==> src/bfc_pkg.sv <==
`timescale 1ns / 1ps
`default_nettype none
// ----------------------------------------------------------------------------
// bfc_pkg: shared types and constants for the back-face cull block
// Register map, mode codes, controller states and the command and status
// structs that join the controller to the datapath.
// ----------------------------------------------------------------------------
package bfc_pkg;

	localparam int unsigned VERTEX_DEPTH_DEF = 1024;
	localparam int unsigned COUNT_WIDTH_DEF  = 8;

	localparam int unsigned IDX_W     = 10;
	localparam int unsigned IDX_EXT_W = 17;
	localparam int unsigned FIX_W     = 32;
	localparam int unsigned PROD_W    = 64;
	localparam int unsigned ACC_W     = 66;
	localparam int unsigned FRAC_W    = 16;
	localparam int unsigned UC_W      = 8;
	localparam int unsigned DIR_W     = 2;

	localparam int unsigned APB_AW = 5;
	localparam int unsigned APB_DW = 32;
	localparam int unsigned REG_W  = 3;

	typedef logic [REG_W-1:0] reg_idx_t;
	localparam reg_idx_t REG_CULL_MODE  = 3'd0;
	localparam reg_idx_t REG_PROJECTION = 3'd1;
	localparam reg_idx_t REG_EYE_X      = 3'd2;
	localparam reg_idx_t REG_EYE_Y      = 3'd3;
	localparam reg_idx_t REG_EYE_Z      = 3'd4;

	localparam logic [1:0] CULL_NONE     = 2'd0;
	localparam logic [1:0] CULL_ONE_SIDE = 2'd1;
	localparam logic [1:0] CULL_TWO_SIDE = 2'd2;
	localparam logic [1:0] PROJ_PERSP    = 2'd0;
	localparam logic [1:0] PROJ_PARALLEL = 2'd1;

	localparam logic [DIR_W-1:0] DIR_NONE  = 2'b00;
	localparam logic [DIR_W-1:0] DIR_FRONT = 2'b01;
	localparam logic [DIR_W-1:0] DIR_BACK  = 2'b10;

	typedef struct packed {
		logic [1:0]       cull_mode;
		logic [1:0]       projection;
		logic [FIX_W-1:0] eye_x;
		logic [FIX_W-1:0] eye_y;
		logic [FIX_W-1:0] eye_z;
	} cfg_t;

	typedef enum logic [3:0] {
		ST_CLEAR,
		ST_IDLE,
		ST_MUL_X,
		ST_MUL_Y,
		ST_MUL_Z,
		ST_ACC_Z,
		ST_UPD_A,
		ST_UPD_B,
		ST_UPD_C,
		ST_RD_ISSUE,
		ST_RD_DONE,
		ST_DONE
	} ctl_state_t;

	typedef enum logic [1:0] {
		MUL_X,
		MUL_Y,
		MUL_Z
	} mul_sel_t;

	typedef enum logic [1:0] {
		SLOT_A,
		SLOT_B,
		SLOT_C,
		SLOT_R
	} slot_t;

	typedef enum logic [1:0] {
		WR_NONE,
		WR_SWEEP,
		WR_UPDATE,
		WR_ERASE
	} wr_op_t;

	typedef struct packed {
		logic     capture;
		logic     mul_en;
		mul_sel_t mul_sel;
		logic     acc_add;
		slot_t    rd_slot;
		wr_op_t   wr_op;
		slot_t    wr_slot;
		logic     res_face;
		logic     res_read;
		logic     load_out;
	} dp_cmd_t;

	typedef struct packed {
		logic clr_last;
	} dp_stat_t;

endpackage : bfc_pkg
`default_nettype wire

==> src/bfc_ctrl.sv <==
`timescale 1ns / 1ps
`default_nettype none
// ----------------------------------------------------------------------------
// bfc_ctrl: sequencing state machine
// Steps the clearing sweep, the dot product, the three vertex updates and the
// read-and-clear, and owns the output valid flag.
// ----------------------------------------------------------------------------
module bfc_ctrl
	import bfc_pkg::*;
(
	input  wire logic     clk,
	input  wire logic     arst_n,
	input  wire logic     in_valid,
	input  wire logic     action,
	input  wire logic     out_stall,
	input  dp_stat_t      stat,
	output logic          in_stall,
	output logic          out_valid,
	output dp_cmd_t       cmd,
	output ctl_state_t    state
);

	ctl_state_t state_q;
	ctl_state_t state_d;
	logic       out_valid_q;
	logic       out_free;

	assign out_free  = !out_valid_q || !out_stall;
	assign out_valid = out_valid_q;
	assign state     = state_q;

	always_ff @(posedge clk or negedge arst_n) begin
		if (!arst_n) begin
			state_q     <= ST_CLEAR;
			out_valid_q <= 1'b0;
		end else begin
			state_q <= state_d;
			if (cmd.load_out) begin
				out_valid_q <= 1'b1;
			end else if (!out_stall) begin
				out_valid_q <= 1'b0;
			end
		end
	end

	always_comb begin
		state_d  = state_q;
		cmd      = '0;
		in_stall = 1'b1;
		unique case (state_q)
			ST_CLEAR: begin
				cmd.wr_op = WR_SWEEP;
				if (stat.clr_last) begin
					state_d = ST_IDLE;
				end
			end
			ST_IDLE: begin
				in_stall = 1'b0;
				if (in_valid) begin
					cmd.capture = 1'b1;
					state_d     = action ? ST_RD_ISSUE : ST_MUL_X;
				end
			end
			ST_MUL_X: begin
				cmd.mul_en  = 1'b1;
				cmd.mul_sel = MUL_X;
				state_d     = ST_MUL_Y;
			end
			ST_MUL_Y: begin
				cmd.mul_en  = 1'b1;
				cmd.mul_sel = MUL_Y;
				cmd.acc_add = 1'b1;
				state_d     = ST_MUL_Z;
			end
			ST_MUL_Z: begin
				cmd.mul_en  = 1'b1;
				cmd.mul_sel = MUL_Z;
				cmd.acc_add = 1'b1;
				state_d     = ST_ACC_Z;
			end
			ST_ACC_Z: begin
				cmd.acc_add = 1'b1;
				cmd.rd_slot = SLOT_A;
				state_d     = ST_UPD_A;
			end
			ST_UPD_A: begin
				cmd.wr_op   = WR_UPDATE;
				cmd.wr_slot = SLOT_A;
				cmd.rd_slot = SLOT_B;
				state_d     = ST_UPD_B;
			end
			ST_UPD_B: begin
				cmd.wr_op   = WR_UPDATE;
				cmd.wr_slot = SLOT_B;
				cmd.rd_slot = SLOT_C;
				state_d     = ST_UPD_C;
			end
			ST_UPD_C: begin
				cmd.wr_op    = WR_UPDATE;
				cmd.wr_slot  = SLOT_C;
				cmd.res_face = 1'b1;
				state_d      = ST_DONE;
			end
			ST_RD_ISSUE: begin
				cmd.rd_slot = SLOT_R;
				state_d     = ST_RD_DONE;
			end
			ST_RD_DONE: begin
				cmd.wr_op    = WR_ERASE;
				cmd.wr_slot  = SLOT_R;
				cmd.res_read = 1'b1;
				state_d      = ST_DONE;
			end
			ST_DONE: begin
				if (out_free) begin
					cmd.load_out = 1'b1;
					state_d      = ST_IDLE;
				end
			end
			default: begin
				state_d = ST_IDLE;
			end
		endcase
	end

endmodule : bfc_ctrl
`default_nettype wire

==> config.mk <==
export PLATFORM = sky130hd
export DESIGN_NAME = bfc_ctrl
export DESIGN_NICKNAME = d
export VERILOG_FILES = /design/src/bfc_pkg.sv /design/src/bfc_ctrl.sv
export SDC_FILE = /design/constraint.sdc
export NUM_CORES = 1
export LEC_CHECK = 0
export ABC_AREA = 1
export BUFFER_PORTS_ARGS = -buffer_cell sky130_fd_sc_hd__buf_2
export CAP_MARGIN = 20
export CORE_AREA = 2 2 39 41
export CTS_BUF_LIST = sky130_fd_sc_hd__clkbuf_4 sky130_fd_sc_hd__clkbuf_8
export DETAILED_ROUTE_END_ITERATION = 12
export DIE_AREA = 0 0 41 43
export HOLD_SLACK_MARGIN = 0.02
export PLACE_DENSITY_LB_ADDON = 0.2
export SLEW_MARGIN = 10
export SYNTH_ARGS = -nofsm -noshare
export SYNTH_HDL_FRONTEND = slang
export SYNTH_SLANG_ARGS = --single-unit
==> constraint.sdc <==
create_clock -name clk -period 2.36 [get_ports clk]
set_input_delay 0.472 -clock clk [delete_from_list [all_inputs] [get_ports clk]]
set_output_delay 0.472 -clock clk [all_outputs]
set_load 0.01 [all_outputs]
## After elaboration in Yosys (flattened, before gate mapping)

Index checks and enable logic that the tools add are counted.
W data, S select, Z words.

- Flip-flop bits (word level): 5
- Output and inout bits: 20
- Logic and storage cells: 44

- Equal/unequal tests: 15
- Muxes and demuxes: 19
- Reductions and logical operators: 8

Operator list:

| cell | count |
|---|---|
| $pmux W4 S11 | 1 |
| $pmux W2 S3 | 3 |
| $eq A4 B3 Y1 const B | 4 |
| $eq A4 B4 Y1 const B | 4 |
| $mux W4 | 4 |
| $mux W1 | 10 |
| $pmux W3 S3 | 1 |
| $eq A4 B2 Y1 const B | 2 |
| $ne A2 B2 Y1 const B | 3 |
| $reduce_or A3 Y1 | 2 |
| $eq A4 B1 Y1 const B | 1 |
| $logic_not A4 Y1 | 1 |
| $reduce_and A3 Y1 | 1 |
| $logic_not A1 Y1 | 2 |
| $ne A2 B1 Y1 const B | 1 |
| $reduce_or A2 Y1 | 1 |
| $logic_or A1 B1 Y1 | 1 |

## Depth between registers and ports, before layout

Gate-level depths: netlist of run 1.

- Word-level depth: 5
- Depth in mapped cells: 8

## Least setup slack after synthesis of run 1

OpenSTA, ideal clock, no wires.

- Kind: reg-to-output
- Start point: reg state_q[1] (netlist: state[1])
- End point: out cmd[3] in the netlist's numbering
- Arrival: 1148 ps
- Required time: 1888 ps
- Slack: 740 ps
- Stages on the path, launching flop included: 7
- Buffers on the path: 0
- Cells stage by stage: dfrtp_1 -> inv_1 -> nor2_2 -> inv_1 -> nor2_1 -> inv_1 -> nand2_1

RTL lines:

| what | line | source |
|---|---|---|
| start: declaration | bfc_ctrl.sv:23 | `ctl_state_t state_q;` |
| start signal: assignment | bfc_ctrl.sv:37 | `state_q <= state_d;` |
| end: declaration | bfc_ctrl.sv:19 | `output dp_cmd_t cmd,` |

==> qor.yml, run 1 <==
finish:
  layout_common_cells: "nand2_1 (39), buf_2 (25), inv_1 (15)"
  drive_gt1_frac: 0.2946
  multi_input_area_um2: 255.2
  final_common_cell: "nand2_1"
  final_util: 0.4421
  num-fill-cells: 180
  num_antenna_cells: 0
  nNetsFinal: 119
  final_cell_area_um2: 611.8
  area_delta_synth_final_pct: 40.11
  regArea_um2: 125.1
logic_synthesis:
  synth_seq_cells: 5
  syn_area_per_cell_um2: 5.261
  synthCells: 83
  synth_seq_area_share: 0.2865
  ys_warn_count: 0
  synth_area_um2: 436.7
  synth.distinct_cells: 9
  syn_nets: 89
worst_setup_path:
  r2r_slack_ns: 1.06
  cp_cell_sequence: "inv_1 -> nor2_2 -> inv_1 -> nor2_1 -> inv_1 -> nand2_1 -> buf_2"
  path_delay_family: "flip-flops"
  cp.arrival_ns: 1.43
  worstSetupPathType: "flop to output pin"
  worst_path_most_repeated_cell: "inv_1"
  max_stage_delay_ns: 0.48
  path_max_fanout: 8
  crit_required_ns: 1.89
  crit_path_top_delay_cell: "dfrtp_1"
  crit_path_end_kind: "output pin"
  cp-start-kind: "flop"
  path_buf_inv: 4
cts:
  clock_latency_ns: 0.24
  clkSinkCount: 5
  cts_resized: 0
  clk_path_buf_depth: 2
  root_buffer: "clkbuf_4"
  cts_tree: "done"
  cts_buffers: 3
  htree_levels: 1
  hold_buffers: 0
  post-cts-setup-buffer-count: 0
  cts.clk_slew.worst_paths_ns: 0.04
pwr:
  power_leakage_nw: 0.4541
  p_per_area_nw_per_um2: 1284
  ir_drop_uv: 457.1
sta:
  fin_setup_tns_ns: 0
  whs_ns: 0.04267
  max_freq_mhz: 525.9
  worst_slew_pin_slew_ns: 0.3447
  rsz0062_at_grt: "false"
  slew_headroom: 0.7694
  drv_slew: 0
  period_needed_ns: 1.901
  hold_viol: 0
  clock_skew_ns: 0.001155
  period_share: 0.8057
  setup_violations: 0
detailed_routing:
  postRouteAntennaNets: 0
  drcViolationCount: 0
  vias: 542
  drt-initial-drc-count: 5
  post_drt_wl_per_cell_um: 8.523
  dr.pass1.iters: 3
  avgViaCountPerCell: 4.234
  routed_wl_um: 1091
placed_design:
  dpl.hpwl_um: 963.1
  dpl_cell_area_um2: 581.8
  gp_congestion: 0.7322
  io_buffers: 25
worst_hold_path:
  hp-class: "input pin to asynchronous set/reset pin"
die:
  floorplan.die_area_um2: 1763
  initial_core_util: 0.3156
  ios: 26
  core_um2: 1384
  die_h_um: 43
  die_x_um: 41
  rows: 14
job:
  drv_cap: 0
status:
  outcome: "finished, final reports clean"
global_routing:
  grt_first_pass_wirelength_um: 1690
  grt_usage: 0.1436
  antenna_found_initial: 0
  grt_overflow: 0
  grt_pass1_vias: 449
  grt_max_degree: 9
layout make-up:
type,count,area share
multi-input combinational,63,0.4172
clock buffer,4,0.04908
timing repair buffer,25,0.2045
tap,16,0.03272
sequential,5,0.2045
inverter,15,0.09202
synthesized netlist by cell type:
| cell | number | area (um2) |
|---|---|---|
| nor2_2 | 3 | 18.77 |
| nand3_1 | 4 | 20.02 |
| nand2_2 | 1 | 6.260 |
| nor3_1 | 1 | 5.000 |
| inv_1 | 15 | 56.30 |
| nor2_1 | 14 | 52.55 |
| nand2_1 | 39 | 146.4 |
| nand4_1 | 1 | 6.260 |
| dfrtp_1 | 5 | 125.1 |
registers in the layout, summed over array words and instances, names as in the netlist:
name,flops
out_valid,1
state,4
cells by family (layout without fill, tap and decap cells):
| logic type | after synthesis | after routing | share of synthesized area |
|---|---|---|---|
| buf+inv | 15 | 44 | 0.1289 |
| simple gates | 63 | 63 | 0.5845 |
| flops | 5 | 5 | 0.2865 |
final timing paths:
path,start,endpoint,cells past startpoint
max in group asynchronous,arst_n,state[2],1
min in group clk,out_stall,out_valid,3
worst min-delay path,arst_n,state[0],1
worst min register to register,out_valid,out_valid,2
worst max-delay path,state[1],cmd[3],7
worst max register to register,state[1],state[3],7
routing by layer:
layer	vias up	share of wire	GRT usage
li1	303	-	-
met5	-	0	0
met2	14	0.50	0.2219
met3	0	0.052	0.03141
met4	0	0	0.08000
met1	225	0.44	0.1743
stage by stage:
step / total power, W / instances / setup WS, ns
6_report: 0.0007854 / 128 / 0.4586
5_1_grt: 0.0008849 / 128 / 0.2861
4_1_cts: 0.0008017 / 128 / 0.4312
3_5_place_dp: 0.0006874 / 124 / 0.7033
3_3_place_gp: 0.0006869 / 124 / 0.6798
2_1_floorplan: 0.0005089 / 83 / 0.7401
where the power goes:
part	internal [W]	switching (W)	total [W]	leakage, nW
Clock	0.0000752	0.0000328	0.000108	0.0184
Combinational	0.000188	0.000319	0.000507	0.371
Sequential	0.000120	0.0000501	0.000170	0.0645
(Power assumes the default switching activity.)
==> run 2: changes to the inputs <==
--- a/config.mk
+++ b/config.mk
@@ -5,7 +5,7 @@
 export SDC_FILE = /design/constraint.sdc
 export NUM_CORES = 1
 export LEC_CHECK = 0
-export ABC_AREA = 1
+export ABC_AREA = 0
 export BUFFER_PORTS_ARGS = -buffer_cell sky130_fd_sc_hd__buf_2
 export CAP_MARGIN = 20
 export CORE_AREA = 2 2 39 41
==> constraint.sdc (replaced) <==
create_clock -name clk -period 1.6 [get_ports clk]
set_input_delay 0.32 -clock clk [delete_from_list [all_inputs] [get_ports clk]]
set_output_delay 0.32 -clock clk [all_outputs]
set_load 0.01 [all_outputs]
==> run 2 against run 1 <==
Net effect:
- the run now ends with setup timing left
- synthesized cell count shrank 30%
- final cell count shrank 7.8%
- area after synthesis grew 4.9%
- critical path depth shrank 2
- non-clock buffer count grew 20
- register-to-register slack lost 0.91 ns
- clock power grew 50%
- sequential cell count is the same
- combinational power grew to 2.7 times the previous value
==> qor.yml, run 2 <==
logic_synthesis:
  synth_edf_count: 0  # unchanged
  ys_warn_count: 0  # unchanged
  synth_seq_cells: 5  # unchanged
  synthCells: 58  # -30%
  synth_seq_area_share: 0.2732  # -0.01331
  syn_nets: 64  # -28%
  synth.distinct_cells: 31  # +22
  synth_area_leader_cell: "dfrtp_1"
  syn_area_per_cell_um2: 7.896  # +50%
  synthArstFlopShare: 1.000  # unchanged
  synth_area_um2: 457.9  # +4.9%
  synthTopCellsByArea: "dfrtp_1 (27%), nor2_1 (8.2%), nor3_1 (5.5%)"
  synth_commonest_cells: "nor2_1 (10), dfrtp_1 (5), nor3_1 (5), nand2_1 (4), buf_2 (3)"
  synth_top_area_frac: 0.2732  # -0.06202
  synthFlopType: "dfrtp_1"
  yosysMostFrequentCell: "nor2_1"
detailed_routing:
  vias: 583  # +7.6%
  dr.pass1.iters: 4  # +1
  avgViaCountPerCell: 4.941  # +17%
  drcViolationCount: 0  # unchanged
  drt-initial-drc-count: 8  # +3
  routed_wl_um: 1388  # +27%
  postRouteAntennaNets: 0  # unchanged
  post_drt_wl_per_cell_um: 11.76  # +38%
sta:
  rsz0062_at_grt: "true"
  fin_ws_ns: -0.06597  # -0.5246 ns
  setup_violations: 7  # +7
  worst_slew_pin_slew_ns: 0.1812  # -0.1635 ns
  max_freq_mhz: 600.3
  clock_skew_ns: 0.0009215  # -0.0002336 ns
  slew_headroom: 0.8786  # +0.1093
  hold_viol: 0  # unchanged
  period_share: 1.041
  period_needed_ns: 1.666
  drv_slew: 0  # unchanged
placed_design:
  dpl_cell_area_um2: 640.6  # +10%
  dpl_worst_slack_ns: 0.1012  # -0.6021 ns
  io_buffers: 25  # unchanged
  gp_congestion: 0.7054  # -3.7%
  dpl.hpwl_um: 885.8  # -8.0%
finish:
  nNetsFinal: 109  # -8.4%
  area_delta_synth_final_pct: 76.78
  final_cell_area_um2: 809.5  # +32%
  drive_gt1_frac: 0.6569  # +0.3622
  largest_reg_flops: 4  # unchanged
  final_common_cell: "buf_2"
  layout_common_cells: "buf_2 (24), buf_4 (17), nor2_1 (7)"
  num_antenna_cells: 0  # unchanged
worst_setup_path:
  crit_required_ns: 1.28  # -0.61 ns
  path_delay_family: "simple AND/OR/NAND/NOR gates"
  cp_cell_sequence: "nand2b_4 -> or2_4 -> inv_2 -> and2_4 -> buf_6"
  worstSetupPathType: "flop to output pin"
  path_buf_inv: 2  # -2
  crit_path_end_kind: "output pin"
  path_max_fanout: 4  # -4
  cp.arrival_ns: 1.35  # -0.08 ns
  cp-start-kind: "flop"
  max_stage_delay_ns: 0.42  # -0.06 ns
  crit_path_top_delay_cell: "dfrtp_2"
global_routing:
  antenna_found_initial: 0  # unchanged
  grt_max_degree: 9  # unchanged
  grt_overflow: 0  # unchanged
  grt_first_pass_wirelength_um: 2145  # +27%
  grt_pass1_vias: 521  # +16%
  grt_usage: 0.1788  # +0.03521
status:
  violations: "setup timing"
  outcome: "finished with violations"
pwr:
  p_clk_frac: 0.088  # -0.050
  power_switching_w: 0.0008066  # +100%
  ir_drop_uv: 1023  # +120%
  combPwrFrac: 0.750  # +0.104
  p_int_w: 0.001027  # +170%
  power_leakage_nw: 0.4361  # -4.0%
  p_sw_frac: 0.4399  # -0.07193
  p_per_area_nw_per_um2: 2265  # +76%
  pwr-share-seq: 0.162  # -0.055
die:
  ios: 26  # unchanged
  core_um2: 1384  # unchanged
  floorplan.die_area_um2: 1763  # unchanged
  rows: 14  # unchanged
  initial_core_util: 0.3309  # +0.01537
  die_h_um: 43  # unchanged
  die_x_um: 41  # unchanged
worst_hold_path:
  hp-class: "input pin to flop"
cts:
  clkSinkCount: 5  # unchanged
  clk_path_buf_depth: 2  # unchanged
  htree_levels: 1  # unchanged
  cts_buffers: 3  # unchanged
  cts.clk_slew.worst_paths_ns: 0.04  # about the same
  root_buffer: "clkbuf_4"
  cts_tree: "done"
  clock_latency_ns: 0.24  # about the same
job:
  drv_cap: 0  # unchanged
## run 2: stage by stage
stage	hold WS (ns)	power [W]	TNS, ns	cells	utilization
global placement	0.1366	0.001358	0	103	0.4629
CTS	0.3662	0.001675	-0.1921	115	0.5398
floorplan	0.02441	0.0009674	0	58	-
detailed placement	0.1352	0.001358	0	103	0.4629
finish	0.3854	0.001834	-0.2116	118	0.5850
global route	0.4023	0.001988	-0.7860	118	0.5850
## run 2: cells by family (layout without fill, tap and decap cells)
kind of cell | count (synthesis) | count (layout) | share of synthesized area
AO/OA/AOI/OAI | 12 | 12 | 0.1940
AND/OR/NAND/NOR | 31 | 31 | 0.3744
XOR/XNOR | 2 | 2 | 0.03826
multiplexers | 2 | 2 | 0.04645
flip-flops | 5 | 5 | 0.2732
buffers and inverters | 6 | 50 | 0.07374
## run 2: repair_timing
| item | CTS | global route |
|---|---|---|
| endpoints found under the hold margin | 5 | 0 |
| pin swaps | 0 | 3 |
| cloned | 0 | 0 |
| setup endpoints to repair | 11 | 12 |
| gates resized for setup | 6 | 10 |
| hold buffers | 1 | 0 |
| buffers inserted | 7 | 3 |
## run 2: area by class of cell
| class | count | area (um2) |
|---|---|---|
| Fill cell | 149 | 574.3 |
| Multi-Input combinational cell | 47 | 334.1 |
| Timing Repair Buffer | 45 | 291.5 |
| Sequential cell | 5 | 130.1 |
| Clock buffer | 4 | 30.03 |
| Tap cell | 16 | 20.02 |
| Inverter | 1 | 3.754 |
## run 2: routing by layer
| metal | part of all wire | global-route usage | vias up |
|---|---|---|---|
| li1 | - | - | 288 |
| met1 | 0.42 | 0.2361 | 270 |
| met2 | 0.52 | 0.2719 | 23 |
| met3 | 0.048 | 0.03141 | 2 |
| met4 | 0.0086 | 0.08000 | 0 |
| met5 | 0 | 0 | - |
## run 2: power by group through the flow
stage	Clock [W]	Combinational, W	Sequential (W)
final	0.000162	0.00138	0.000297
after global routing	0.000174	0.00151	0.000304
after CTS	0.000167	0.00122	0.000292
after detailed placement	0	0.00105	0.000304
after global placement	0	0.00106	0.000302
after floorplan	0	0.000687	0.000280
## run 2: worst paths after layout
check | slack (ns) | startpoint | cells after the start | end
worst max-delay path | -0.07 | state[2] | 5 | cmd[1]
worst min-delay path | 0.39 | out_stall | 3 | out_valid
worst max register to register | 0.15 | state[3] | 5 | state[3]
worst min register to register | 0.61 | out_valid | 2 | out_valid
max in group asynchronous | 1.05 | arst_n | 2 | state[2]
min in group asynchronous | 0.41 | arst_n | 2 | out_valid
## run 2: worst min-delay path: cells and delay by family
kind / cells / cell delay (ns)
compound gates: 1 / 0.09
buf+inv: 1 / 0.09
simple gates: 1 / 0.08
