## src/bfc_pkg.sv

```systemverilog
`timescale 1ns / 1ps
`default_nettype none
// ----------------------------------------------------------------------------
// bfc_pkg: shared types and constants for the back-face cull block
// Register map, mode codes, controller states and the command and status
// structs that join the controller to the datapath.
// ----------------------------------------------------------------------------
package bfc_pkg;

	localparam int unsigned VERTEX_DEPTH_DEF = 1024;
	localparam int unsigned COUNT_WIDTH_DEF  = 8;

	localparam int unsigned IDX_W     = 10;
	localparam int unsigned IDX_EXT_W = 17;
	localparam int unsigned FIX_W     = 32;
	localparam int unsigned PROD_W    = 64;
	localparam int unsigned ACC_W     = 66;
	localparam int unsigned FRAC_W    = 16;
	localparam int unsigned UC_W      = 8;
	localparam int unsigned DIR_W     = 2;

	localparam int unsigned APB_AW = 5;
	localparam int unsigned APB_DW = 32;
	localparam int unsigned REG_W  = 3;

	typedef logic [REG_W-1:0] reg_idx_t;
	localparam reg_idx_t REG_CULL_MODE  = 3'd0;
	localparam reg_idx_t REG_PROJECTION = 3'd1;
	localparam reg_idx_t REG_EYE_X      = 3'd2;
	localparam reg_idx_t REG_EYE_Y      = 3'd3;
	localparam reg_idx_t REG_EYE_Z      = 3'd4;

	localparam logic [1:0] CULL_NONE     = 2'd0;
	localparam logic [1:0] CULL_ONE_SIDE = 2'd1;
	localparam logic [1:0] CULL_TWO_SIDE = 2'd2;
	localparam logic [1:0] PROJ_PERSP    = 2'd0;
	localparam logic [1:0] PROJ_PARALLEL = 2'd1;

	localparam logic [DIR_W-1:0] DIR_NONE  = 2'b00;
	localparam logic [DIR_W-1:0] DIR_FRONT = 2'b01;
	localparam logic [DIR_W-1:0] DIR_BACK  = 2'b10;

	typedef struct packed {
		logic [1:0]       cull_mode;
		logic [1:0]       projection;
		logic [FIX_W-1:0] eye_x;
		logic [FIX_W-1:0] eye_y;
		logic [FIX_W-1:0] eye_z;
	} cfg_t;

	typedef enum logic [3:0] {
		ST_CLEAR,
		ST_IDLE,
		ST_MUL_X,
		ST_MUL_Y,
		ST_MUL_Z,
		ST_ACC_Z,
		ST_UPD_A,
		ST_UPD_B,
		ST_UPD_C,
		ST_RD_ISSUE,
		ST_RD_DONE,
		ST_DONE
	} ctl_state_t;

	typedef enum logic [1:0] {
		MUL_X,
		MUL_Y,
		MUL_Z
	} mul_sel_t;

	typedef enum logic [1:0] {
		SLOT_A,
		SLOT_B,
		SLOT_C,
		SLOT_R
	} slot_t;

	typedef enum logic [1:0] {
		WR_NONE,
		WR_SWEEP,
		WR_UPDATE,
		WR_ERASE
	} wr_op_t;

	typedef struct packed {
		logic     capture;
		logic     mul_en;
		mul_sel_t mul_sel;
		logic     acc_add;
		slot_t    rd_slot;
		wr_op_t   wr_op;
		slot_t    wr_slot;
		logic     res_face;
		logic     res_read;
		logic     load_out;
	} dp_cmd_t;

	typedef struct packed {
		logic clr_last;
	} dp_stat_t;

endpackage : bfc_pkg
`default_nettype wire

```

## src/bfc_cfg.sv

```systemverilog
`timescale 1ns / 1ps
`default_nettype none
// ----------------------------------------------------------------------------
// bfc_cfg: configuration register file
// APB-style slave holding cull mode, projection and the eye position.
// ----------------------------------------------------------------------------
module bfc_cfg
	import bfc_pkg::*;
(
	input  wire logic              clk,
	input  wire logic              arst_n,
	input  wire logic              psel,
	input  wire logic              penable,
	input  wire logic              pwrite,
	input  wire logic [APB_AW-1:0] paddr,
	input  wire logic [APB_DW-1:0] pwdata,
	output logic      [APB_DW-1:0] prdata,
	output logic                   pready,
	output cfg_t                   cfg
);

	cfg_t     cfg_q;
	reg_idx_t reg_idx;
	logic     wr_en;

	assign reg_idx = paddr[APB_AW-1:2];
	assign wr_en   = psel && penable && pwrite;
	assign pready  = 1'b1;
	assign cfg     = cfg_q;

	always_ff @(posedge clk or negedge arst_n) begin
		if (!arst_n) begin
			cfg_q.cull_mode  <= CULL_ONE_SIDE;
			cfg_q.projection <= PROJ_PERSP;
			cfg_q.eye_x      <= '0;
			cfg_q.eye_y      <= '0;
			cfg_q.eye_z      <= '0;
		end else if (wr_en) begin
			unique case (reg_idx)
				REG_CULL_MODE:  cfg_q.cull_mode  <= pwdata[1:0];
				REG_PROJECTION: cfg_q.projection <= pwdata[1:0];
				REG_EYE_X:      cfg_q.eye_x      <= pwdata;
				REG_EYE_Y:      cfg_q.eye_y      <= pwdata;
				REG_EYE_Z:      cfg_q.eye_z      <= pwdata;
				default: ;
			endcase
		end
	end

	always_comb begin
		unique case (reg_idx)
			REG_CULL_MODE:  prdata = APB_DW'(cfg_q.cull_mode);
			REG_PROJECTION: prdata = APB_DW'(cfg_q.projection);
			REG_EYE_X:      prdata = cfg_q.eye_x;
			REG_EYE_Y:      prdata = cfg_q.eye_y;
			REG_EYE_Z:      prdata = cfg_q.eye_z;
			default:        prdata = '0;
		endcase
	end

endmodule : bfc_cfg
`default_nettype wire

```

## config.mk

```make
export PLATFORM = sky130hd
export DESIGN_NAME = bfc_cfg
export DESIGN_NICKNAME = d
export VERILOG_FILES = /design/src/bfc_pkg.sv /design/src/bfc_cfg.sv
export SDC_FILE = /design/constraint.sdc
export NUM_CORES = 1
export LEC_CHECK = 0
export BUFFER_PORTS_ARGS = -buffer_cell sky130_fd_sc_hd__buf_2
export CORE_MARGIN = 1.5
export CORE_UTILIZATION = 44
export DETAILED_ROUTE_END_ITERATION = 10
export GPL_TIMING_DRIVEN = 0
export PLACE_DENSITY = 0.73
export RECOVER_POWER = 25
export SYNTH_ARGS = -nofsm -noshare
export SYNTH_HDL_FRONTEND = slang
export SYNTH_SLANG_ARGS = --single-unit
```

## constraint.sdc

```tcl
create_clock -name clk -period 1.4 [get_ports clk]
set_input_delay 0.28 -clock clk [delete_from_list [all_inputs] [get_ports clk]]
set_output_delay 0.28 -clock clk [all_outputs]
set_load 0.05 [all_outputs]
```

* After elaboration in Yosys (flattened, before gate mapping)
Cells that the tools add are included.
** Word-level totals
- Bits in registers :: 100
- Input port bits :: 42
- Output and inout bits :: 133
- Word-level logic and storage cells :: 18
** Cells by class
- Equality and inequality tests :: 4
- Muxes and demuxes :: 1
- Reduce and logical (&&, ||, !) cells :: 8
** Operators with widths (number)
- 32-bit one-hot mux with 5 select lines :: 1
- 2-bit AND reduction :: 5
- 3-bit by 2-bit == test with 1-bit output, second input constant :: 2
- 3-bit by 1-bit == test with 1-bit output, second input constant :: 1
- 3-bit == test, second input constant :: 1
- 3-bit zero test :: 1
- 1-bit logical AND :: 2

* Depth between registers and ports, before layout
Gate-level depths: netlist of run 1.
- Word-level depth :: 3
- Depth in mapped cells :: 5
- Gate-level depth less buffers :: 3

* Worst setup path after synthesis of run 1
Ideal clock, no wire load.
- Kind :: register to output
- From :: register cfg_q, in the netlist cfg[9]
- To :: output prdata[9]
- Arrival time :: 1974 ps
- Data required time :: 1120 ps
- Slack :: -854 ps
- Stages on the path, launching flop included :: 3
- Path buffers :: 0
- Cells stage by stage :: dfrtp_1 > inv_1 > o32ai_1
** On the way
- Cells in the longest elaborated chain, start to end :: 1
** RTL lines
- start: declaration :: RTL line bfc_cfg.sv:22 : cfg_t cfg_q;
- 32-bit one-hot mux with 5 select lines :: RTL line bfc_cfg.sv:51 : unique case (reg_idx)
- end: declaration :: RTL line bfc_cfg.sv:17 : output logic [APB_DW-1:0] prdata,
No other way between the ends.

* Worst setup path in the final report of run 1
- From :: register cfg_q, in the netlist cfg[98]
- To :: output prdata[0]
The elaborated chain is that of the path after synthesis.

==> run_results.csv, run 1 <==
group,metric,value,unit
run_status,outcome,"complete, but fails checks",
run_status,violations,"setup timing",
sta,timing.slew.headroom,0.376,
routing,drc,0,
floorplan,dieArea,0.0109,mm^2
synthesis,synth_seq_cells,100,
setup_path,crit_chain,"mux2i_2, nor3_2, a211o_2, buf_6",
sta,finalSetupViolCount,158,
synthesis,ys_warn_count,0,
global_routing,grt_pass1_wl,20200,um
pwr,leakagePower,3.29,nW
place,place_area,0.00624,mm^2
clock_network,cts_made_buffers,9,
global_routing,grt_pass1_vias,3568,
synthesis,syn_area,0.00451,mm^2
cells_and_area,layout_common_cells,"buf_2, mux2_2, dfrtp_1",
sta,tightest_slew,937,ps
sta,max_freq,578,MHz
global_routing,grt.overflow.total,0,
routing,drt.antenna.violating_nets,0,
pwr,sequentialPowerShare,0.374,
sta,drv_slew,0,
synthesis,synth.net_count,346,
global_routing,grt_max_degree,63,
sta,hold_viol_final,0,
setup_path,cpMaxStageDelayCell,"dfstp_2",
clock_network,h-tree-depth,3,
clock_network,cts_buffer_depth,2,
setup_path,critical_path_arrival,1450,ps
sta,rsz0062_at_grt,"yes",
setup_path,slowest_delay,570,ps
cells_and_area,largest_reg_flops,100,
floorplan,start_util,0.457,
cells_and_area,final_cells,639,
routing,wirelength,12800,um
cells_and_area,layout-drive-gt1-share,0.745,
floorplan,die_h,104,um
place,pre_cts_slack,-426,ps
cells_and_area,nets,543,
sta,period_minus_slack,1730,ps
synthesis,postSynthCellCount,304,
floorplan,die_x,104,um
floorplan,core_area,0.00986,mm^2
setup_path,cp-start-kind,"flip-flop",
floorplan,ios,175,
place,gp_congestion,0.724,
setup_path,crit_type,"reg -> out",
routing,num_vias,3351,
pwr,p_sw_frac,0.457,
place,io_buffers,169,
pwr,power_switching,4.90,mW
run,max-cap-violations,0,
cells_and_area,final_cell_area,0.00700,mm^2
clock_network,cts_tree,"built",
pwr,internal-power,5.83,mW
synthesis,ys_types,25,
cells_and_area,area_delta_synth_final,55.5,%
place,placed_cells,607,
pwr,ir_worst_vdd,1.03,mV
min_path,whs_path_depth,2,
cells_and_area,diodes,0,
setup_path,r2r_cells,2,
routing,dr.pass1.iters,4,
floorplan,row_count,36,
pwr,pwr_density_cell,1530,mW/mm^2
cells_and_area,final_common_cell,"buf_2",
min_path,hold_class,"in -> reg",
pwr,finalPower,10.7,mW
global_routing,antenna_found_initial,0,
place,dp_hpwl,8590,um
sta,setup_ws,-330,ps
routing,drtIter0Drc,93,
pwr,power_frac_comb,0.451,
sta,finClkSkew,0,ps
routing,viasPerCell,5.24,
global_routing,grt_use_total,0.243,
routing,wl_per_cell,20.0,um
clock_network,cts.sinks,100,
setup_path,crit_fanout,3,
sta,holdWs,153,ps
sta,min_period_over_period,1.24,
clock_network,root_buffer,"clkbuf_8",
clock_network,clk_latency,360,ps
cells_and_area,nFillCells,683,
setup_path,cp-end-kind,"output port",
pwr,pwr-share-clk,0.176,
synthesis,synth_area_per_cell,14.8,um^2
synthesis,seq_area_frac_synth,0.556,
setup_path,required,1120,ps
clock_network,clk_pin_slew,100,ps
## per-layer routing
metal | routed length, um | GRT usage | vias to the layer above
met4 | 157 | 0.0833 | 0
met1 | 5580 | 0.316 | 1713
li1 | - | - | 1524
met3 | 588 | 0.0558 | 15
met5 | 0 | 0 | -
met2 | 6470 | 0.401 | 99
## power groups by stage
stage                     sequential [mW]  combinational [mW]  clock [mW]
after floorplan                      5.99                1.40           0
after global placement               4.00                4.38           0
after detailed placement             4.04                4.44           0
after CTS                            3.99                4.75        1.92
after global routing                 4.09                5.01        2.04
final                                4.01                4.84        1.88
## metrics by stage
| step | TNS, ps | util |
|---|---|---|
| floorplan | -1620 | - |
| global placement | -129600 | 0.630 |
| detailed placement | -30990 | 0.633 |
| CTS | -7780 | 0.706 |
| global route | -27880 | 0.710 |
| finish | -11290 | 0.710 |
## area by class of cell
class,instances,area [um^2],share of cell area
Clock inverter,7,76.3,0.0109
Sequential cell,100,2520,0.360
Timing Repair Buffer,187,1400,0.200
Clock buffer,9,124,0.0177
Tap cell,133,166,0.0238
Buffer,20,241,0.0345
Multi-Input combinational cell,182,2460,0.352
Inverter,1,3.75,0.000536
## cell families after synthesis
| family | count (synthesis) | share of synthesized area |
|---|---|---|
| flip-flops | 100 | 0.556 |
| multiplexers | 134 | 0.327 |
| other | 1 | 0.000832 |
| AND/OR/NAND/NOR | 15 | 0.0253 |
| AO/OA/AOI/OAI | 32 | 0.0622 |
| buffers and inverters | 22 | 0.0289 |
## worst paths after layout
check	slack, ps	to	startpoint
max	-330	prdata[0]	cfg[98]$_DFFE_PN1P_
min	150	cfg[3]$_DFFE_PN0P_	pwdata[3]
max reg2reg	470	cfg[33]$_DFFE_PN0P_	cfg[33]$_DFFE_PN0P_
min reg2reg	540	cfg[59]$_DFFE_PN0P_	cfg[59]$_DFFE_PN0P_
max in group asynchronous	-60	cfg[98]$_DFFE_PN1P_	arst_n
min in group asynchronous	590	cfg[8]$_DFFE_PN0P_	arst_n
## cell usage after synthesis
cell type,count,area [um^2]
a211o_1,2,17.5
buf_1,1,3.75
buf_2,8,40.0
buf_4,10,75.1
clkbuf_1,2,7.51
conb_1,1,3.75
dfrtp_1,99,2480
dfstp_2,1,26.3
inv_1,1,3.75
mux2_1,6,67.6
mux2_2,92,1040
mux2_4,2,30.0
mux2i_1,34,340
nand2b_1,2,12.5
nand2b_2,1,8.76
nand4_1,1,6.26
nand4b_4,1,23.8
nor2_1,3,11.3
nor2_2,2,12.5
nor2_4,1,11.3
nor3_1,2,10.0
o2bb2ai_1,29,254
o32ai_1,1,8.76
or3_1,1,6.26
or3_4,1,11.3
## worst max-delay path: cells and delay by family, from the launching register on
family                 cells  cell delay (ps)
buffers and inverters      1              150
multiplexers               1               80
AO/OA/AOI/OAI              1              130
AND/OR/NAND/NOR            1              160
flip-flops                 1              570
## timing repair
| item | in CTS | in global routing |
|---|---|---|
| setup buffers | 12 | 3 |
| hold buffers | 1 | 0 |
| pin swaps | 1 | 2 |
| endpoints found under the hold margin | 38 | 0 |
| setup endpoints to repair | 33 | 77 |
| gates cloned | 3 | 0 |
| gates resized for setup | 92 | 44 |
(Power assumes the default switching activity.)
==> run 2, diff against run 1 <==
--- a/config.mk
+++ b/config.mk
@@ -11,7 +11,7 @@
 export DETAILED_ROUTE_END_ITERATION = 10
 export GPL_TIMING_DRIVEN = 0
 export PLACE_DENSITY = 0.73
-export RECOVER_POWER = 25
+export RECOVER_POWER = 100
 export SYNTH_ARGS = -nofsm -noshare
 export SYNTH_HDL_FRONTEND = slang
 export SYNTH_SLANG_ARGS = --single-unit
==> run 2 against run 1 <==
The flow still finishes with violations (setup timing). Setup slack lost 3.3 ps. Power shrank 0.13%. Hold slack gained 0.78 ps. Global-route usage is the same. Combinational power is essentially flat. Sequential cell count is the same.
==> run_results.csv, run 2 (same netlist as run 1, synthesis figures left out) <==
group,metric,value,unit
run_status,outcome,"complete, but fails checks",
run_status,violations,"setup timing",
global_routing,antenna_found_initial,0,
pwr,internal-power,5.81,mW
cells_and_area,final_cell_area,0.00700,mm^2
clock_network,clk_latency,350,ps
setup_path,slowest_delay,570,ps
clock_network,h-tree-depth,3,
cells_and_area,layout_common_cells,"mux2_2, dfrtp_1, clkbuf_2",
place,gp_congestion,0.724,
sta,finClkSkew,0,ps
setup_path,crit_chain,"mux2i_2, nor3_2, a211o_2, buf_6",
routing,dr.pass1.iters,4,
cells_and_area,largest_reg_flops,100,
sta,drv_slew,0,
setup_path,crit_family,"flip-flops",
min_path,hold_class,"in -> reg",
sta,period_minus_slack,1730,ps
sta,timing.slew.headroom,0.383,
setup_path,crit_type,"reg -> out",
routing,drc,0,
floorplan,row_count,36,
clock_network,root_buffer,"clkbuf_8",
clock_network,cts.sinks,100,
global_routing,grt_pass1_vias,3568,
cells_and_area,final_common_cell,"mux2_2",
global_routing,grt_pass1_wl,20200,um
place,dp_hpwl,8590,um
run,max-cap-violations,0,
routing,drt.antenna.violating_nets,0,
clock_network,cts_made_buffers,9,
cells_and_area,layout-drive-gt1-share,0.743,
global_routing,grt_max_degree,63,
sta,hold_viol_final,0,
sta,setup_ws,-333,ps
clock_network,clk_pin_slew,100,ps
routing,num_vias,3355,
pwr,sequentialPowerShare,0.375,
setup_path,crit_buf_inv,1,
pwr,pwr_density_cell,1530,mW/mm^2
setup_path,crit_fanout,3,
sta,tightest_slew,925,ps
place,place_area,0.00624,mm^2
pwr,pwr-share-clk,0.175,
clock_network,cts_buffer_depth,2,
routing,wl_per_cell,20.0,um
sta,finalSetupViolCount,134,
setup_path,crit-reg2reg-launch,"cfg[33]$_DFFE_PN0P_",
min_path,holdCritStartpoint,"pwdata[3]",
sta,holdWs,153,ps
pwr,leakagePower,3.26,nW
floorplan,die_x,104,um
setup_path,cp-end-kind,"output port",
clock_network,cts_tree,"built",
pwr,power_switching,4.90,mW
global_routing,grt_use_total,0.243,
setup_path,cp-startpoint,"cfg[98]$_DFFE_PN1P_",
routing,viasPerCell,5.25,
setup_path,cpMaxStageDelayCell,"dfstp_2",
routing,wirelength,12800,um
cells_and_area,nets,543,
sta,rsz0062_at_grt,"yes",
floorplan,ios,175,
floorplan,start_util,0.457,
place,io_buffers,169,
cells_and_area,area_delta_synth_final,55.4,%
pwr,ir_worst_vdd,1.03,mV
setup_path,cp-start-kind,"flip-flop",
routing,drtIter0Drc,89,
setup_path,critical_path_arrival,1450,ps
sta,min_period_over_period,1.24,
global_routing,grt.overflow.total,0,
cells_and_area,nFillCells,683,
floorplan,core_area,0.00986,mm^2
sta,max_freq,577,MHz
cells_and_area,diodes,0,
pwr,power_frac_comb,0.450,
pwr,p_sw_frac,0.457,
floorplan,die_h,104,um
setup_path,required,1120,ps
floorplan,dieArea,0.0109,mm^2
pwr,finalPower,10.7,mW
run 2: cell types whose count changed in the layout (fill, tap and decap cells not counted), sizes merged:
cell and change:
clkbuf +60, buf -60
run 2: path summary, 6_finish.rpt:
kind,cells past startpoint,slack (ps),end
max,4,-330,prdata[0]
min,2,150,cfg[3]$_DFFE_PN0P_
min in group asynchronous,2,590,cfg[8]$_DFFE_PN0P_
min reg2reg,1,540,cfg[65]$_DFFE_PN0P_
max reg2reg,2,470,cfg[33]$_DFFE_PN0P_
max in group asynchronous,3,-40,cfg[98]$_DFFE_PN1P_
run 2: cell type report:
type	count	area, um^2	share of cell area
sequential	100	2520	0.361
buffer	20	241	0.0345
inverter	1	3.75	0.000536
tap	133	166	0.0238
multi-input combinational	182	2460	0.352
timing repair buffer	187	1400	0.200
clock buffer	9	124	0.0177
clock inverter	7	76.3	0.0109
run 2: repair_timing:
action                                  4_1_cts  5_1_grt
hold buffers                                  1        0
cloned                                        3        0
buffers inserted                             12        3
endpoints found under the hold margin        38        0
gates resized for setup                      92       44
endpoints found under the setup margin       33       77
pin swaps                                     1        2
run 2: metrics by stage:
stage,utilization,cells,setup TNS [ps],setup slack (ps)
3_3_place_gp,0.630,606,-129600,-1160
6_report,0.710,639,-10530,-333
3_5_place_dp,0.633,607,-30990,-426
2_1_floorplan,-,304,-1620,-62.1
4_1_cts,0.706,639,-7780,-352
5_1_grt,0.710,639,-27880,-397
run 2: layer usage:
metal / vias to the layer above / part of all wire / global-route usage
li1: 1524 / - / -
met2: 105 / 0.50 / 0.401
met3: 16 / 0.049 / 0.0558
met5: - / 0 / 0
met1: 1710 / 0.43 / 0.316
met4: 0 / 0.015 / 0.0833
run 2: power by group through the flow:
stage               clock network (mW)  logic [mW]  registers [mW]
global placement                     0        4.38            4.00
global route                      2.04        5.00            4.10
detailed placement                   0        4.44            4.04
floorplan                            0        1.40            5.99
finish                            1.88        4.82            4.02
CTS                               1.92        4.75            3.99
==> run 3, diff against run 2 <==
--- a/config.mk
+++ b/config.mk
@@ -6,11 +6,12 @@
 export NUM_CORES = 1
 export LEC_CHECK = 0
 export BUFFER_PORTS_ARGS = -buffer_cell sky130_fd_sc_hd__buf_2
+export CORE_ASPECT_RATIO = 1.1
 export CORE_MARGIN = 1.5
-export CORE_UTILIZATION = 44
+export CORE_UTILIZATION = 49
 export DETAILED_ROUTE_END_ITERATION = 10
 export GPL_TIMING_DRIVEN = 0
-export PLACE_DENSITY = 0.73
+export PLACE_DENSITY = 0.77
 export RECOVER_POWER = 100
 export SYNTH_ARGS = -nofsm -noshare
 export SYNTH_HDL_FRONTEND = slang
==> constraint.sdc (replaced) <==
create_clock -name clk -period 1.8 [get_ports clk]
set_input_delay 0.36 -clock clk [delete_from_list [all_inputs] [get_ports clk]]
set_output_delay 0.36 -clock clk [all_outputs]
set_load 0.05 [all_outputs]
==> run 3 against run 2 <==
Clock power fell by 17%. First-iteration DRC count is 18% lower. Setup slack better by 320 ps. Hold slack better by 94 ps. The run still ends with setup timing left. Final cell count shrank 4.5%. Register-to-register slack gained 420 ps. Critical path type is now in -> out. Combinational power down 33%.
==> run_results.csv, run 3 (same netlist as run 1, synthesis figures left out) <==
group,metric,value,unit
run_status,outcome,"complete, but fails checks",
run_status,violations,"setup timing",
min_path,holdCritStartpoint,"pwdata[24]",
setup_path,crit_type,"in -> out",
sta,drv_slew,0,
global_routing,grt_pass1_wl,18200,um
cells_and_area,area_delta_synth_final,30.9,%
pwr,pwr_density_cell,1320,mW/mm^2
cells_and_area,finish.utilization,0.661,
place,gp_congestion,0.764,
cells_and_area,multiInputGateArea,0.00194,mm^2
global_routing,grt_max_degree,69,
sta,setup_ws,-12.5,ps
clock_network,clk_latency,360,ps
place,dp_hpwl,8190,um
setup_path,rrSetupSlack,890,ps
routing,wirelength,11700,um
clock_network,h-tree-depth,3,
clock_network,cts_buffer_depth,2,
floorplan,ios,175,
cells_and_area,layout-drive-gt1-share,0.452,
sta,max_freq,552,MHz
sta,finClkSkew,0,ps
setup_path,r2r_cells,2,
routing,drc,0,
floorplan,dieArea,0.00978,mm^2
cells_and_area,largest_reg_flops,100,
sta,hold_viol_final,0,
clock_network,root_buffer,"clkbuf_8",
place,placed_cells,588,
run,max-cap-violations,0,
sta,tightest_slew,848,ps
sta,min_period_over_period,1.01,
cells_and_area,diodes,0,
floorplan,die_x,94.4,um
floorplan,core_area,0.00892,mm^2
floorplan,row_count,36,
cells_and_area,nets,533,
setup_path,critical_path_arrival,1450,ps
sta,period_minus_slack,1810,ps
routing,viasPerCell,5.40,
setup_path,required,1440,ps
cells_and_area,layout_common_cells,"dfrtp_1, clkbuf_1, mux2_2",
global_routing,grt_pass1_vias,3375,
floorplan,start_util,0.505,
cells_and_area,final_common_cell,"dfrtp_1",
pwr,ir_worst_vdd,0.722,mV
sta,timing.slew.headroom,0.435,
setup_path,cp-startpoint,"paddr[4]",
cells_and_area,final_cells,610,
floorplan,die_h,104,um
clock_network,clk_pin_slew,100,ps
setup_path,cp-end-kind,"output port",
sta,finalSetupViolCount,2,
global_routing,grt.overflow.total,0,
setup_path,crit-reg2reg-launch,"cfg[97]$_DFFE_PN0P_",
routing,drtIter0Drc,73,
setup_path,cpMaxStageDelayCell,"a211o_4",
place,pre_cts_slack,-377,ps
clock_network,cts_made_buffers,9,
sta,rsz0062_at_grt,"yes",
pwr,leakagePower,2.74,nW
setup_path,crit_chain,"clkbuf_2, nand2b_4, nor2_4, buf_12, buf_8, a211o_4, buf_6",
routing,wl_per_cell,19.3,um
setup_path,slowest_delay,330,ps
min_path,hold_class,"in -> reg",
clock_network,cts.sinks,100,
global_routing,grt_use_total,0.245,
global_routing,antenna_found_initial,0,
min_path,whs_path_depth,2,
cells_and_area,nFillCells,761,
setup_path,cp-start-kind,"input port",
setup_path,crit_fanout,10,
clock_network,cts_tree,"built",
routing,dr.pass1.iters,4,
routing,drt.antenna.violating_nets,0,
place,io_buffers,169,
routing,num_vias,3297,
cells_and_area,seq_area,0.00250,mm^2
run 3: cell count changes in the layout (fill, tap and decap cells not counted), moves of 10 or more:
cell       change
buf_2         -16
buf_6         -23
buf_8         -10
clkbuf_1      +96
clkbuf_2      -48
dfrtp_1       +16
dfrtp_2       -16
o2bb2ai_1     +17
o2bb2ai_2     +12
o2bb2ai_4     -29
run 3: layout make-up:
class / instances / area share
repair buffers: 176 / 0.154
flip-flops and latches: 100 / 0.425
inverters: 1 / 0.000637
plain buffers: 21 / 0.0314
well taps: 114 / 0.0242
clock buffers: 11 / 0.0223
multi-input cells: 182 / 0.329
clock inverters: 5 / 0.0142
run 3: where the power goes:
part	switching, mW	total (mW)	internal, mW
sequential	0.354	3.04	2.69
combinational	2.42	3.21	0.781
clock	0.770	1.56	0.790
run 3: per-layer routing:
metal / share of wire / track usage / wire length (um)
met3: 0.074 / 0.0808 / 869
met5: 0 / 0 / 0
met2: 0.50 / 0.398 / 5870
met4: 0.0090 / 0.0586 / 106
met1: 0.42 / 0.316 / 4900
run 3: per-stage QoR:
step	power [mW]	setup TNS [ps]	area, um^2	hold WS (ps)
2_1_floorplan	5.50	-3930	4620	64.4
5_1_grt	8.13	-572	5900	235
4_1_cts	7.97	0	6020	229
3_3_place_gp	6.27	-71180	5610	492
3_5_place_dp	6.35	-10530	5640	337
6_report	7.81	-22.9	5900	247
run 3: path summary, 6_finish.rpt:
check | to
max in group asynchronous | cfg[84]$_DFFE_PN0P_
hold / removal | cfg[24]$_DFFE_PN0P_
min in group asynchronous | cfg[36]$_DFFE_PN0P_
hold reg to reg | cfg[99]$_DFFE_PN0P_
setup / recovery | prdata[1]
setup reg to reg | cfg[97]$_DFFE_PN0P_
run 3: critical path, delay by kind of cell:
family,cells,cell delay (ps)
buf+inv,4,590
compound gates,1,330
simple gates,2,160
run 3: repair_timing:
action                     CTS  global route
resized for setup           53            14
setup endpoints to repair   32            26
hold buffers                 1             0
pin swaps                    0             1
setup buffers                2             2
hold endpoints to repair    31             0
cloned                       0             1
